## src/design/flaq_pkg.sv

```systemverilog
// Shared types and constants of the first-come lock arbiter.
package flaq_pkg;

   localparam int unsigned IdWidth = 64;
   localparam int unsigned AgeWidth = 16;

   // Input actions
   localparam logic [3:0] ACT_TICK       = 4'd0;
   localparam logic [3:0] ACT_REGISTER   = 4'd1;
   localparam logic [3:0] ACT_REQUEST    = 4'd2;
   localparam logic [3:0] ACT_RELEASE    = 4'd3;
   localparam logic [3:0] ACT_HEARTBEAT  = 4'd4;
   localparam logic [3:0] ACT_DISCONNECT = 4'd5;
   localparam logic [3:0] ACT_ON         = 4'd6;
   localparam logic [3:0] ACT_OFF        = 4'd7;
   localparam logic [3:0] ACT_CONNECT    = 4'd8;

   // Result message types
   localparam logic [2:0] MSG_GRANT  = 3'd0;
   localparam logic [2:0] MSG_DROP   = 3'd1;
   localparam logic [2:0] MSG_ON     = 3'd2;
   localparam logic [2:0] MSG_OFF    = 3'd3;
   localparam logic [2:0] MSG_CLOSED = 3'd4;

   // Slot status codes
   localparam logic [1:0] ST_EMPTY = 2'd0;
   localparam logic [1:0] ST_CONN  = 2'd1;
   localparam logic [1:0] ST_REG   = 2'd2;

   // Configuration register indexes
   localparam logic [0:0] CSR_QUANTUM = 1'd0;
   localparam logic [0:0] CSR_TIMEOUT = 1'd1;

   localparam logic [AgeWidth-1:0] CfgResetValue = 16'd30;

   typedef enum logic [2:0] {
      SOP_NONE,
      SOP_CONN,
      SOP_REG,
      SOP_HB,
      SOP_FREE,
      SOP_TICK
   } slot_op_type;

   typedef struct packed {
      slot_op_type         op;
      logic [AgeWidth-1:0] timeout;
   } slot_ctrl_type;

   typedef struct packed {
      logic               flush;
      logic               rm_en;
      logic [3:0]         rm_slot;
      logic               ins_en;
      logic [3:0]         ins_slot;
      logic [IdWidth-1:0] ins_id;
   } queue_ctrl_type;

   typedef struct packed {
      logic [2:0]         msg;
      logic [3:0]         slot;
      logic [IdWidth-1:0] id;
   } result_type;

endpackage

```

## src/design/flaq_if.sv

```systemverilog
// Valid/ready channel interfaces for event words and result words.
interface flaq_req_if;
   logic        valid;
   logic        ready;
   logic [3:0]  action;
   logic [3:0]  client_slot;
   logic [63:0] request_id;

   modport source (output valid, action, client_slot, request_id, input ready);
   modport sink (input valid, action, client_slot, request_id, output ready);
endinterface

interface flaq_rsp_if;
   logic        valid;
   logic        ready;
   logic [2:0]  message_type;
   logic [3:0]  target_slot;
   logic [63:0] echoed_request_id;
   logic        last;

   modport source (output valid, message_type, target_slot, echoed_request_id, last,
                   input ready);
   modport sink (input valid, message_type, target_slot, echoed_request_id, last,
                 output ready);
endinterface

```

## src/design/flaq_queue_cell.sv

```systemverilog
// One entry of the request queue; pulls from its successor to close gaps.
module flaq_queue_cell (
   input  logic                              clock,
   input  logic                              reset,
   input  flaq_pkg::queue_ctrl_type          ctrl,
   input  logic                              prv_valid,
   input  logic                              nxt_valid,
   input  logic [3:0]                        nxt_slot,
   input  logic [flaq_pkg::IdWidth-1:0]      nxt_id,
   output logic                              valid,
   output logic [3:0]                        slot,
   output logic [flaq_pkg::IdWidth-1:0]      id
);

   logic                         valid_ff, valid_in;
   logic [3:0]                   slot_ff, slot_in;
   logic [flaq_pkg::IdWidth-1:0] id_ff, id_in;

   always_comb begin
      valid_in = valid_ff;
      slot_in  = slot_ff;
      id_in    = id_ff;
      if (ctrl.flush) begin
         valid_in = 1'b0;
      end else if (ctrl.rm_en && valid_ff && slot_ff == ctrl.rm_slot) begin
         valid_in = 1'b0;
      end else if (ctrl.ins_en && !valid_ff && prv_valid) begin
         // First free entry takes the new word.
         valid_in = 1'b1;
         slot_in  = ctrl.ins_slot;
         id_in    = ctrl.ins_id;
      end else if (!valid_ff && nxt_valid) begin
         valid_in = 1'b1;
         slot_in  = nxt_slot;
         id_in    = nxt_id;
      end else if (valid_ff && !prv_valid) begin
         // The gap ahead pulls this entry forward.
         valid_in = 1'b0;
      end
   end

   always_ff @(posedge clock) begin
      if (reset) begin
         valid_ff <= 1'b0;
      end else begin
         valid_ff <= valid_in;
      end
      slot_ff <= slot_in;
      id_ff   <= id_in;
   end

   assign valid = valid_ff;
   assign slot  = slot_ff;
   assign id    = id_ff;

endmodule

```

## src/design/flaq_slot_cell.sv

```systemverilog
// Status and heartbeat age of one client slot.
module flaq_slot_cell (
   input  logic                          clock,
   input  logic                          reset,
   input  logic                          sel,
   input  flaq_pkg::slot_ctrl_type       ctrl,
   output logic [1:0]                    status,
   output logic                          close_pend
);

   logic [1:0]                    status_ff, status_in;
   logic [flaq_pkg::AgeWidth-1:0] age_ff, age_in, age_inc;
   logic                          pend_ff, pend_in;

   assign age_inc = (age_ff == '1) ? age_ff : age_ff + 1'b1;

   always_comb begin
      status_in = status_ff;
      age_in    = age_ff;
      pend_in   = pend_ff;
      case (ctrl.op)
         flaq_pkg::SOP_TICK: begin
            if (status_ff != flaq_pkg::ST_EMPTY) begin
               age_in = age_inc;
            end
            pend_in = (status_ff == flaq_pkg::ST_REG) && (age_inc > ctrl.timeout);
         end
         flaq_pkg::SOP_CONN: begin
            if (sel) begin
               status_in = flaq_pkg::ST_CONN;
               age_in    = '0;
            end
         end
         flaq_pkg::SOP_REG: begin
            if (sel) begin
               status_in = flaq_pkg::ST_REG;
               age_in    = '0;
            end
         end
         flaq_pkg::SOP_HB: begin
            if (sel) begin
               age_in = '0;
            end
         end
         flaq_pkg::SOP_FREE: begin
            if (sel) begin
               status_in = flaq_pkg::ST_EMPTY;
               age_in    = '0;
               pend_in   = 1'b0;
            end
         end
         default: begin
         end
      endcase
   end

   always_ff @(posedge clock) begin
      if (reset) begin
         status_ff <= flaq_pkg::ST_EMPTY;
         age_ff    <= '0;
         pend_ff   <= 1'b0;
      end else begin
         status_ff <= status_in;
         age_ff    <= age_in;
         pend_ff   <= pend_in;
      end
   end

   assign status     = status_ff;
   assign close_pend = pend_ff;

endmodule

```

## src/design/fcfs_lock_arbiter_with_quantum.sv

```systemverilog
// Top level: first-come lock arbiter with time quantum and heartbeat supervision.
// Event words are taken one at a time; the block is ready again once the last
// result word of the previous event sits in the output register. A removal
// from the request queue opens a gap that the row of queue cells closes one
// entry per cycle. Scheduling on and off walk all SLOTS slot cells, one per
// cycle while the result path is free; a tick does the same and adds one gap
// closing per client it closes.
// A result word that is not taken holds the walk when the next word is ready.
module fcfs_lock_arbiter_with_quantum #(
   parameter int unsigned SLOTS = 16
) (
   input  logic        clock,
   input  logic        reset,
   flaq_req_if.sink    req_ch,
   flaq_rsp_if.source  rsp_ch,
   input  logic        csr_we,
   input  logic [0:0]  csr_index,
   input  logic [15:0] csr_wdata
);

   localparam int unsigned SW = $clog2(SLOTS);

   typedef enum logic [2:0] {
      S_IDLE,
      S_EXEC,
      S_SCAN,
      S_DROP,
      S_GRANT,
      S_FINISH
   } state_type;

   state_type state_ff, state_in;

   logic [3:0]                    act_ff;
   logic [3:0]                    act_slot_ff;
   logic [flaq_pkg::IdWidth-1:0]  act_id_ff;
   logic [SW-1:0]                 scan_ff, scan_in;
   logic                          scan_close_ff, scan_close_in;
   logic [2:0]                    scan_msg_ff, scan_msg_in;
   logic                          busy_ff, busy_in;
   logic                          sched_ff, sched_in;
   logic [flaq_pkg::AgeWidth-1:0] hold_age_ff, hold_age_in, hold_inc;
   logic                          drop_sent_ff, drop_sent_in;
   logic [flaq_pkg::IdWidth-1:0]  holder_id_ff, holder_id_in;
   logic [flaq_pkg::AgeWidth-1:0] quantum_ff, quantum_in;
   logic [flaq_pkg::AgeWidth-1:0] timeout_ff, timeout_in;
   flaq_pkg::result_type          pend_ff, pend_in;
   logic                          pend_v_ff, pend_v_in;
   flaq_pkg::result_type          out_ff, out_in;
   logic                          out_v_ff, out_v_in;
   logic                          out_last_ff, out_last_in;

   flaq_pkg::queue_ctrl_type      qctrl;
   flaq_pkg::slot_ctrl_type       sctrl;
   logic                          emit_en;
   flaq_pkg::result_type          emit_res;

   logic [SLOTS-1:0]              qv;
   logic [3:0]                    qslot [SLOTS];
   logic [flaq_pkg::IdWidth-1:0]  qid [SLOTS];
   logic [SLOTS-1:0]              dup_vec;
   logic [SLOTS-1:0]              hole_vec;
   logic [1:0]                    st_arr [SLOTS];
   logic [SLOTS-1:0]              pend_arr;

   logic [SW-1:0]                 rd_idx;
   logic [1:0]                    cur_st;
   logic                          cur_pend;
   logic [3:0]                    cur_slot;
   logic                          slot_ok;
   logic                          q_hole;
   logic                          dup;
   logic                          full;
   logic                          out_free;
   logic                          can_emit;
   logic                          head_hit;

   // Queue cells: entry 0 is the head and holds the lock.
   for (genvar i = 0; i < SLOTS; i++) begin : g_queue
      logic                         nv;
      logic [3:0]                   ns;
      logic [flaq_pkg::IdWidth-1:0] nid;
      logic                         pv;
      if (i == SLOTS - 1) begin : g_tail
         assign nv  = 1'b0;
         assign ns  = '0;
         assign nid = '0;
      end else begin : g_mid
         assign nv  = qv[i+1];
         assign ns  = qslot[i+1];
         assign nid = qid[i+1];
      end
      if (i == 0) begin : g_head
         assign pv = 1'b1;
      end else begin : g_body
         assign pv = qv[i-1];
      end
      flaq_queue_cell u_cell (
         .clock     (clock),
         .reset     (reset),
         .ctrl      (qctrl),
         .prv_valid (pv),
         .nxt_valid (nv),
         .nxt_slot  (ns),
         .nxt_id    (nid),
         .valid     (qv[i]),
         .slot      (qslot[i]),
         .id        (qid[i])
      );
      assign dup_vec[i] = qv[i] && (qslot[i] == act_slot_ff);
      if (i == SLOTS - 1) begin : g_hole_tail
         assign hole_vec[i] = 1'b0;
      end else begin : g_hole_mid
         assign hole_vec[i] = !qv[i] && qv[i+1];
      end
   end

   for (genvar i = 0; i < SLOTS; i++) begin : g_slot
      flaq_slot_cell u_slot (
         .clock      (clock),
         .reset      (reset),
         .sel        (rd_idx == SW'(i)),
         .ctrl       (sctrl),
         .status     (st_arr[i]),
         .close_pend (pend_arr[i])
      );
   end

   assign q_hole   = |hole_vec;
   assign dup      = |dup_vec;
   assign full     = qv[SLOTS-1];
   assign rd_idx   = (state_ff == S_SCAN) ? scan_ff : SW'(act_slot_ff);
   assign cur_st   = st_arr[rd_idx];
   assign cur_pend = pend_arr[rd_idx];
   assign cur_slot = (state_ff == S_SCAN) ? 4'(scan_ff) : act_slot_ff;
   assign slot_ok  = 32'(act_slot_ff) < 32'(SLOTS);
   assign head_hit = qv[0] && (qslot[0] == cur_slot);
   assign out_free = !out_v_ff || rsp_ch.ready;
   assign can_emit = !pend_v_ff || out_free;
   assign hold_inc = (hold_age_ff == '1) ? hold_age_ff : hold_age_ff + 1'b1;

   always_comb begin
      state_in      = state_ff;
      scan_in       = scan_ff;
      scan_close_in = scan_close_ff;
      scan_msg_in   = scan_msg_ff;
      busy_in       = busy_ff;
      sched_in      = sched_ff;
      hold_age_in   = hold_age_ff;
      drop_sent_in  = drop_sent_ff;
      holder_id_in  = holder_id_ff;
      quantum_in    = quantum_ff;
      timeout_in    = timeout_ff;
      pend_in       = pend_ff;
      pend_v_in     = pend_v_ff;
      out_in        = out_ff;
      out_last_in   = out_last_ff;
      out_v_in      = out_v_ff && !rsp_ch.ready;
      qctrl         = '0;
      qctrl.rm_slot = cur_slot;
      qctrl.ins_slot = act_slot_ff;
      qctrl.ins_id  = act_id_ff;
      sctrl.op      = flaq_pkg::SOP_NONE;
      sctrl.timeout = timeout_ff;
      emit_en       = 1'b0;
      emit_res      = '0;
      emit_res.slot = cur_slot;

      // Every step waits until the queue cells have closed any gap.
      if (!q_hole) begin
         unique case (state_ff)
            S_IDLE: begin
               if (req_ch.valid) begin
                  state_in = S_EXEC;
               end
            end
            S_EXEC: begin
               if (can_emit) begin
                  state_in = S_FINISH;
                  case (act_ff) inside
                     flaq_pkg::ACT_TICK: begin
                        sctrl.op      = flaq_pkg::SOP_TICK;
                        scan_in       = '0;
                        scan_close_in = 1'b1;
                        state_in      = S_SCAN;
                     end
                     flaq_pkg::ACT_ON: begin
                        if (!sched_ff) begin
                           sched_in      = 1'b1;
                           scan_in       = '0;
                           scan_close_in = 1'b0;
                           scan_msg_in   = flaq_pkg::MSG_ON;
                           state_in      = S_SCAN;
                        end
                     end
                     flaq_pkg::ACT_OFF: begin
                        if (sched_ff) begin
                           sched_in      = 1'b0;
                           scan_in       = '0;
                           scan_close_in = 1'b0;
                           scan_msg_in   = flaq_pkg::MSG_OFF;
                           state_in      = S_SCAN;
                        end
                     end
                     flaq_pkg::ACT_CONNECT: begin
                        if (slot_ok && cur_st == flaq_pkg::ST_EMPTY) begin
                           sctrl.op = flaq_pkg::SOP_CONN;
                        end
                     end
                     flaq_pkg::ACT_REGISTER, flaq_pkg::ACT_REQUEST,
                     flaq_pkg::ACT_RELEASE, flaq_pkg::ACT_HEARTBEAT,
                     flaq_pkg::ACT_DISCONNECT: begin
                        if (slot_ok && cur_st != flaq_pkg::ST_EMPTY) begin
                           state_in = S_GRANT;
                           if (act_ff == flaq_pkg::ACT_HEARTBEAT) begin
                              sctrl.op = flaq_pkg::SOP_HB;
                           end else if (act_ff == flaq_pkg::ACT_DISCONNECT) begin
                              sctrl.op    = flaq_pkg::SOP_FREE;
                              qctrl.rm_en = 1'b1;
                              if (head_hit) begin
                                 busy_in = 1'b0;
                              end
                           end else if (act_ff == flaq_pkg::ACT_REGISTER &&
                                        cur_st == flaq_pkg::ST_CONN) begin
                              sctrl.op     = flaq_pkg::SOP_REG;
                              emit_en      = 1'b1;
                              emit_res.msg = sched_ff ? flaq_pkg::MSG_ON : flaq_pkg::MSG_OFF;
                           end else if (act_ff == flaq_pkg::ACT_REGISTER ||
                                        cur_st != flaq_pkg::ST_REG) begin
                              // Protocol violation: the client is closed.
                              sctrl.op     = flaq_pkg::SOP_FREE;
                              qctrl.rm_en  = 1'b1;
                              emit_en      = 1'b1;
                              emit_res.msg = flaq_pkg::MSG_CLOSED;
                              if (head_hit) begin
                                 busy_in = 1'b0;
                              end
                           end else if (act_ff == flaq_pkg::ACT_REQUEST) begin
                              qctrl.ins_en = sched_ff && !dup && !full;
                           end else if (sched_ff) begin
                              qctrl.rm_en = 1'b1;
                              if (head_hit) begin
                                 busy_in = 1'b0;
                              end
                           end
                        end
                     end
                     default: begin
                     end
                  endcase
               end
            end
            S_SCAN: begin
               if (can_emit) begin
                  if (scan_close_ff) begin
                     if (cur_pend) begin
                        sctrl.op     = flaq_pkg::SOP_FREE;
                        qctrl.rm_en  = 1'b1;
                        emit_en      = 1'b1;
                        emit_res.msg = flaq_pkg::MSG_CLOSED;
                        if (head_hit) begin
                           busy_in = 1'b0;
                        end
                     end
                  end else if (cur_st == flaq_pkg::ST_REG) begin
                     emit_en      = 1'b1;
                     emit_res.msg = scan_msg_ff;
                  end
                  if (scan_ff == SW'(SLOTS - 1)) begin
                     if (scan_close_ff) begin
                        state_in = S_DROP;
                     end else begin
                        if (scan_msg_ff == flaq_pkg::MSG_OFF) begin
                           qctrl.flush = 1'b1;
                           busy_in     = 1'b0;
                        end
                        state_in = S_FINISH;
                     end
                  end else begin
                     scan_in = scan_ff + 1'b1;
                  end
               end
            end
            S_DROP: begin
               if (can_emit) begin
                  state_in = S_GRANT;
                  if (busy_ff && qv[0]) begin
                     hold_age_in = hold_inc;
                     if (hold_inc >= quantum_ff && !drop_sent_ff) begin
                        drop_sent_in  = 1'b1;
                        emit_en       = 1'b1;
                        emit_res.msg  = flaq_pkg::MSG_DROP;
                        emit_res.slot = qslot[0];
                        emit_res.id   = holder_id_ff;
                     end
                  end
               end
            end
            S_GRANT: begin
               if (can_emit) begin
                  state_in = S_FINISH;
                  if (sched_ff && !busy_ff && qv[0]) begin
                     busy_in       = 1'b1;
                     holder_id_in  = qid[0];
                     hold_age_in   = '0;
                     drop_sent_in  = 1'b0;
                     emit_en       = 1'b1;
                     emit_res.msg  = flaq_pkg::MSG_GRANT;
                     emit_res.slot = qslot[0];
                     emit_res.id   = qid[0];
                  end
               end
            end
            S_FINISH: begin
               // The word held back is the last one of this event.
               if (!pend_v_ff) begin
                  state_in = S_IDLE;
               end else if (out_free) begin
                  out_in      = pend_ff;
                  out_last_in = 1'b1;
                  out_v_in    = 1'b1;
                  pend_v_in   = 1'b0;
                  state_in    = S_IDLE;
               end
            end
            default: begin
               state_in = S_IDLE;
            end
         endcase
      end

      // One word is held back so that the following one decides its last flag.
      if (emit_en) begin
         if (pend_v_ff) begin
            out_in      = pend_ff;
            out_last_in = 1'b0;
            out_v_in    = 1'b1;
         end
         pend_in   = emit_res;
         pend_v_in = 1'b1;
      end

      if (csr_we) begin
         if (csr_index == flaq_pkg::CSR_QUANTUM) begin
            quantum_in   = csr_wdata;
            hold_age_in  = '0;
            drop_sent_in = 1'b0;
         end else begin
            timeout_in = csr_wdata;
         end
      end
   end

   always_ff @(posedge clock) begin
      if (reset) begin
         state_ff      <= S_IDLE;
         scan_ff       <= '0;
         scan_close_ff <= 1'b0;
         scan_msg_ff   <= flaq_pkg::MSG_ON;
         busy_ff       <= 1'b0;
         sched_ff      <= 1'b1;
         hold_age_ff   <= '0;
         drop_sent_ff  <= 1'b0;
         holder_id_ff  <= '0;
         quantum_ff    <= flaq_pkg::CfgResetValue;
         timeout_ff    <= flaq_pkg::CfgResetValue;
         pend_v_ff     <= 1'b0;
         out_v_ff      <= 1'b0;
      end else begin
         state_ff      <= state_in;
         scan_ff       <= scan_in;
         scan_close_ff <= scan_close_in;
         scan_msg_ff   <= scan_msg_in;
         busy_ff       <= busy_in;
         sched_ff      <= sched_in;
         hold_age_ff   <= hold_age_in;
         drop_sent_ff  <= drop_sent_in;
         holder_id_ff  <= holder_id_in;
         quantum_ff    <= quantum_in;
         timeout_ff    <= timeout_in;
         pend_v_ff     <= pend_v_in;
         out_v_ff      <= out_v_in;
      end
      pend_ff     <= pend_in;
      out_ff      <= out_in;
      out_last_ff <= out_last_in;
      if (state_ff == S_IDLE && req_ch.valid && !q_hole) begin
         act_ff      <= req_ch.action;
         act_slot_ff <= req_ch.client_slot;
         act_id_ff   <= req_ch.request_id;
      end
   end

   assign req_ch.ready             = (state_ff == S_IDLE) && !q_hole;
   assign rsp_ch.valid             = out_v_ff;
   assign rsp_ch.message_type      = out_ff.msg;
   assign rsp_ch.target_slot       = out_ff.slot;
   assign rsp_ch.echoed_request_id = out_ff.id;
   assign rsp_ch.last              = out_last_ff;

endmodule
```

## src/flat_wrapper.sv

```systemverilog
// flat-port wrapper written by rule: the top's interface ports become plain ports
module fcfs_lock_arbiter_with_quantum_flat 
#(
   parameter int unsigned SLOTS = 16
)
  (clock, reset, csr_we, csr_index, csr_wdata, req_ch_valid, req_ch_action, req_ch_client_slot, req_ch_request_id, req_ch_ready, rsp_ch_valid, rsp_ch_message_type, rsp_ch_target_slot, rsp_ch_echoed_request_id, rsp_ch_last, rsp_ch_ready);
  flaq_req_if req_ch_i ();
  flaq_rsp_if rsp_ch_i ();
  input  logic clock;
  input  logic reset;
  input  logic csr_we;
  input  logic [0:0] csr_index;
  input  logic [15:0] csr_wdata;
  input wire logic [$bits(req_ch_i.valid)-1:0] req_ch_valid;
  input wire logic [$bits(req_ch_i.action)-1:0] req_ch_action;
  input wire logic [$bits(req_ch_i.client_slot)-1:0] req_ch_client_slot;
  input wire logic [$bits(req_ch_i.request_id)-1:0] req_ch_request_id;
  output wire logic [$bits(req_ch_i.ready)-1:0] req_ch_ready;
  output wire logic [$bits(rsp_ch_i.valid)-1:0] rsp_ch_valid;
  output wire logic [$bits(rsp_ch_i.message_type)-1:0] rsp_ch_message_type;
  output wire logic [$bits(rsp_ch_i.target_slot)-1:0] rsp_ch_target_slot;
  output wire logic [$bits(rsp_ch_i.echoed_request_id)-1:0] rsp_ch_echoed_request_id;
  output wire logic [$bits(rsp_ch_i.last)-1:0] rsp_ch_last;
  input wire logic [$bits(rsp_ch_i.ready)-1:0] rsp_ch_ready;
  assign req_ch_i.valid = req_ch_valid;
  assign req_ch_i.action = req_ch_action;
  assign req_ch_i.client_slot = req_ch_client_slot;
  assign req_ch_i.request_id = req_ch_request_id;
  assign req_ch_ready = req_ch_i.ready;
  assign rsp_ch_valid = rsp_ch_i.valid;
  assign rsp_ch_message_type = rsp_ch_i.message_type;
  assign rsp_ch_target_slot = rsp_ch_i.target_slot;
  assign rsp_ch_echoed_request_id = rsp_ch_i.echoed_request_id;
  assign rsp_ch_last = rsp_ch_i.last;
  assign rsp_ch_i.ready = rsp_ch_ready;
  fcfs_lock_arbiter_with_quantum #(.SLOTS(SLOTS)) u_core (.clock(clock), .reset(reset), .req_ch(req_ch_i), .rsp_ch(rsp_ch_i), .csr_we(csr_we), .csr_index(csr_index), .csr_wdata(csr_wdata));
endmodule
```

## config.mk

```make
export PLATFORM = sky130hd
export DESIGN_NAME = fcfs_lock_arbiter_with_quantum_flat
export DESIGN_NICKNAME = d
export VERILOG_FILES = /design/src/design/flaq_pkg.sv /design/src/design/flaq_if.sv /design/src/design/flaq_queue_cell.sv /design/src/design/flaq_slot_cell.sv /design/src/design/fcfs_lock_arbiter_with_quantum.sv /design/src/flat_wrapper.sv
export SDC_FILE = /design/constraint.sdc
export NUM_CORES = 2
export LEC_CHECK = 0
export BUFFER_PORTS_ARGS = -buffer_cell sky130_fd_sc_hd__buf_2
export CORE_MARGIN = 3
export CORE_UTILIZATION = 60
export DETAILED_ROUTE_END_ITERATION = 10
export GPL_TIMING_DRIVEN = 1
export PLACE_DENSITY = 0.75
export SKIP_CTS_REPAIR_TIMING = 1
export SLEW_MARGIN = 5
export SYNTH_ARGS = -nofsm -noshare
export SYNTH_HDL_FRONTEND = slang
export SYNTH_SLANG_ARGS = --single-unit
```

## constraint.sdc

```tcl
create_clock -name clock -period 28.9 [get_ports clock]
set_clock_uncertainty 0.1 [all_clocks]
set_input_delay 2.89 -clock clock [delete_from_list [all_inputs] [get_ports clock]]
set_output_delay 2.89 -clock clock [all_outputs]
set_load 0.005 [all_outputs]
```

==> flow_summary.rst <==
.. list-table::
   :header-rows: 1

   * - Metric
     - Value
   * - Dominant combinational cell family by area after synthesis
     - multiplexers
   * - Layer with the highest usage
     - met2
   * - Antenna violations before repair
     - 2
   * - Maximum clock frequency
     - 0.134 GHz
   * - Detailed Route WL
     - 218000 µm
   * - CP Data Required Time
     - slightly below 30 ns
   * - Max transition margin
     - 15.1%
   * - Path type of the worst min-delay path
     - reg2reg
   * - Count of clock tree sinks
     - 1749
   * - Clock tree from TritonCTS
     - built
   * - CP Class
     - in2reg
   * - Fin nets
     - ~7500
   * - Flops & latches, synth
     - approximately 1700
   * - Flip-flop cell with the highest count after synthesis
     - sky130_fd_sc_hd__edfxtp_1
   * - Placed Instances
     - slightly below 9000
   * - Maximum fanout encountered on the critical timing path
     - 70
   * - Sequential share of the synthesized area
     - a little under three fifths
   * - Die area
     - between 0.1 and 0.15 mm²
   * - Tot Pwr
     - 0.00571 W
   * - Final critical-path share of the clock period
     - around 26%
   * - Crit start category
     - input pin
   * - Total negative slack
     - 0 ns
   * - Transition at the pin with the smallest max-transition slack
     - about 1.3 ns
   * - Endpoints failing setup
     - 0
   * - Final cell count without fillers
     - roughly 9100
   * - Growth of design area from synthesis to finish
     - 10.1%
   * - Highest-count cells in the layout ignoring fill and taps
     - sky130_fd_sc_hd__edfxtp_1 (1232), sky130_fd_sc_hd__mux2_2 (1022), sky130_fd_sc_hd__nand2_1 (774), sky130_fd_sc_hd__dfxtp_1 (516), sky130_fd_sc_hd__nor2_1 (388)
   * - Number of remaining DRC errors
     - 0
   * - Share of synthesized cell area in and, or, nand and nor gates
     - between 10% and 20%
   * - Post-Syn Nets
     - about 7500
   * - Min setup slack post-route
     - about 21 ns
   * - HPWL Detailed
     - approximately 130000 µm
   * - Cell at the root of the clock tree
     - sky130_fd_sc_hd__clkbuf_16
   * - Count of port buffers added during placement
     - 167
   * - Count of flip-flops with a built-in enable after synthesis
     - 1232
   * - Summed instance area of the synthesized netlist
     - 0.0850 mm²
   * - Overall Global Routing Usage
     - 29.4%
   * - Wire per inst
     - approximately 24 µm
   * - Number of top-level design ports
     - 168
   * - Antenna diode instance count
     - 0
   * - # rows
     - roughly 140
   * - Number of H-tree levels
     - 4
   * - Proportion of synthesized area in mux cells
     - 15.4%
   * - Wire length of the first global-routing pass
     - roughly 330000 µm
   * - Bufs on Longest Clock Path
     - 3
   * - PwrDens
     - just over 60 mW/mm²
   * - Die height
     - 382 µm
   * - Min Clock Period, post-route
     - about 7.5 ns
   * - Clock Pin Slew Worst Setup and Hold Paths
     - approximately 0.060 ns
   * - Antenna Violating Nets Remaining
     - 0
   * - Max-slew violation count
     - 0
   * - Final weighted congestion of routability-driven global placement
     - around 0.95
   * - Core area
     - 0.140 mm²
   * - Post-synthesis async set-or-reset flop share
     - 0%
   * - Post-Syn Instances
     - roughly 7100
   * - Compound-cell area share of the yosys netlist
     - ~8.5%
   * - Global routing usage on met3
     - 4.43%
   * - Number of warning messages in the yosys log
     - 0
   * - Global routing met2 resource utilization
     - 48.8%
   * - Run status
     - complete, no violations
   * - Max-cap violations
     - 0
   * - Synthesized area per cell
     - 12.0 µm²
   * - Pre-antenna DRT Iters
     - 6
   * - Layout cell share with drive strength beyond 1
     - a little under a quarter
   * - Via count of the first global-routing pass
     - 57083
   * - Clock latency on the worst-skew pair
     - around 0.80 ns
   * - Number of DRC violations after detailed-routing iteration 0
     - 5202
   * - Kind of end point of the critical path
     - flip-flop
   * - Hold Vio Cnt, Final
     - 0
   * - Overflow after GRT
     - 0
   * - Critical Path AT
     - roughly 7.8 ns
   * - Die X
     - around 380 µm
   * - Vias per Instance
     - about 6.3
   * - Maximum number of pins on one net before global-route repair
     - 71
   * - Total number of vias
     - just under 60000
   * - DP Worst Slack
     - approximately 21 ns
   * - Post-Synth Adder-Cell Area
     - 4.27%
   * - M1 GR Usage
     - between 30% and 40%
   * - Maximum ir drop on the vdd rail
     - 61.2 µV
   * - TritonCTS buffer count
     - between 150 and 200
   * - Unrepaired setup endpoints after global routing
     - no
   * - XOR/XNOR Fraction of Synth Area
     - around 2.3%
   * - Most common cell after layout, fill and taps aside
     - sky130_fd_sc_hd__edfxtp_1
   * - Reported leakage power
     - 34.1 nW
   * - Initial core utilization
     - roughly 61%
   * - Post-synthesis cell type count
     - roughly 90
synthesized netlist by cell type (all sizes together), types with 153 or more instances:
master  count  area share [%]
nand2     789             3.5
a21oi     297             1.8
edfxtp   1232              44
buf       153            0.93
o21ai     383             2.3
nand3     169             1.0
clkbuf    239             1.1
nor2      391             1.7
ha        290             4.3
xnor2     155             1.6
mux2     1108              15
dfxtp     517              12
through the flow:
step                hold slack, ns  area, µm²  util (%)
global route                 0.374      93500      66.8
CTS                          0.355      93500      66.8
detailed placement           0.347      87300      62.4
floorplan                    0.321      85000         -
global placement             0.342      87300      62.4
finish                       0.352      93500      66.8
path summary, 6_finish.rpt:
kind	slack [ns]	depth (start not counted)	startpoint	endpoint
setup / recovery	21.43	10	rsp_ch_ready	u_core.g_queue[7].u_cell.id[42]
hold / removal	0.35	2	u_core.timeout_ff[13]	u_core.timeout_ff[13]
setup reg to reg	21.90	20	u_core.hold_age_ff[3]	u_core.rsp_ch.echoed_request_id[19]
hold reg to reg	0.35	2	u_core.timeout_ff[13]	u_core.timeout_ff[13]
routing by layer:
| metal | vias to the layer above | wire, µm |
|---|---|---|
| met3 | 488 | 14400 |
| met5 | - | 0 |
| met4 | 0 | 9410 |
| met2 | 2172 | 104000 |
| li1 | 26338 | - |
| met1 | 28656 | 90500 |
area by class of cell:
type	count	area (µm²)
sequential	1749	47300
fill	10074	46500
multi-input combinational	4886	36000
clock buffer	227	4930
tap	1876	2350
timing repair buffer	237	1370
clock inverter	107	1250
inverter	66	248
power by group:
part	internal, W	total, W	switching (W)
Clock	0.00138	0.00241	0.00103
Sequential	0.00276	0.00289	0.000133
Combinational	0.000147	0.000402	0.000255
Total	0.00429	0.00571	0.00142
cells by family after synthesis:
group                      Yosys count
and+or+nand+nor                   2047
DFF                               1749
AOI/OAI and AO/OA                 1166
muxes                             1160
buffers and inverters              458
adders and majority gates          290
xor gates and xnor gates           223
registers in the layout, indices dropped and copies added, names as in the netlist, 3 cells and up, named ones only:
register,cells
u_core.hold_age_ff,16
u_core.act_slot_ff,4
u_core.quantum_ff,16
u_core.act_ff,4
u_core.state_ff,3
u_core.rsp_ch.echoed_request_id,64
u_core.rsp_ch.target_slot,4
u_core.g_queue.u_cell.slot,64
u_core.holder_id_ff,64
u_core.g_slot.u_slot.close_pend,16
u_core.g_queue.u_cell.valid,16
u_core.g_slot.u_slot.age_ff,256
u_core.scan_ff,4
u_core.pend_ff,71
u_core.timeout_ff,16
u_core.g_slot.u_slot.status,32
u_core.rsp_ch.message_type,3
u_core.act_id_ff,64
u_core.g_queue.u_cell.id,1024
worst max-delay path: stages:
cell and delay [ns]:
sky130_fd_sc_hd__buf_2 0.07, sky130_fd_sc_hd__nor2b_1 0.13, sky130_fd_sc_hd__and2_1 0.27, sky130_fd_sc_hd__or3_1 0.46, sky130_fd_sc_hd__or3_1 0.52, sky130_fd_sc_hd__or2_1 0.36
sky130_fd_sc_hd__nor4_4 0.26, sky130_fd_sc_hd__buf_4 0.47, sky130_fd_sc_hd__nand3b_4 1.00, sky130_fd_sc_hd__nand2_4 1.28
Power figures use the tool's default switching activity.
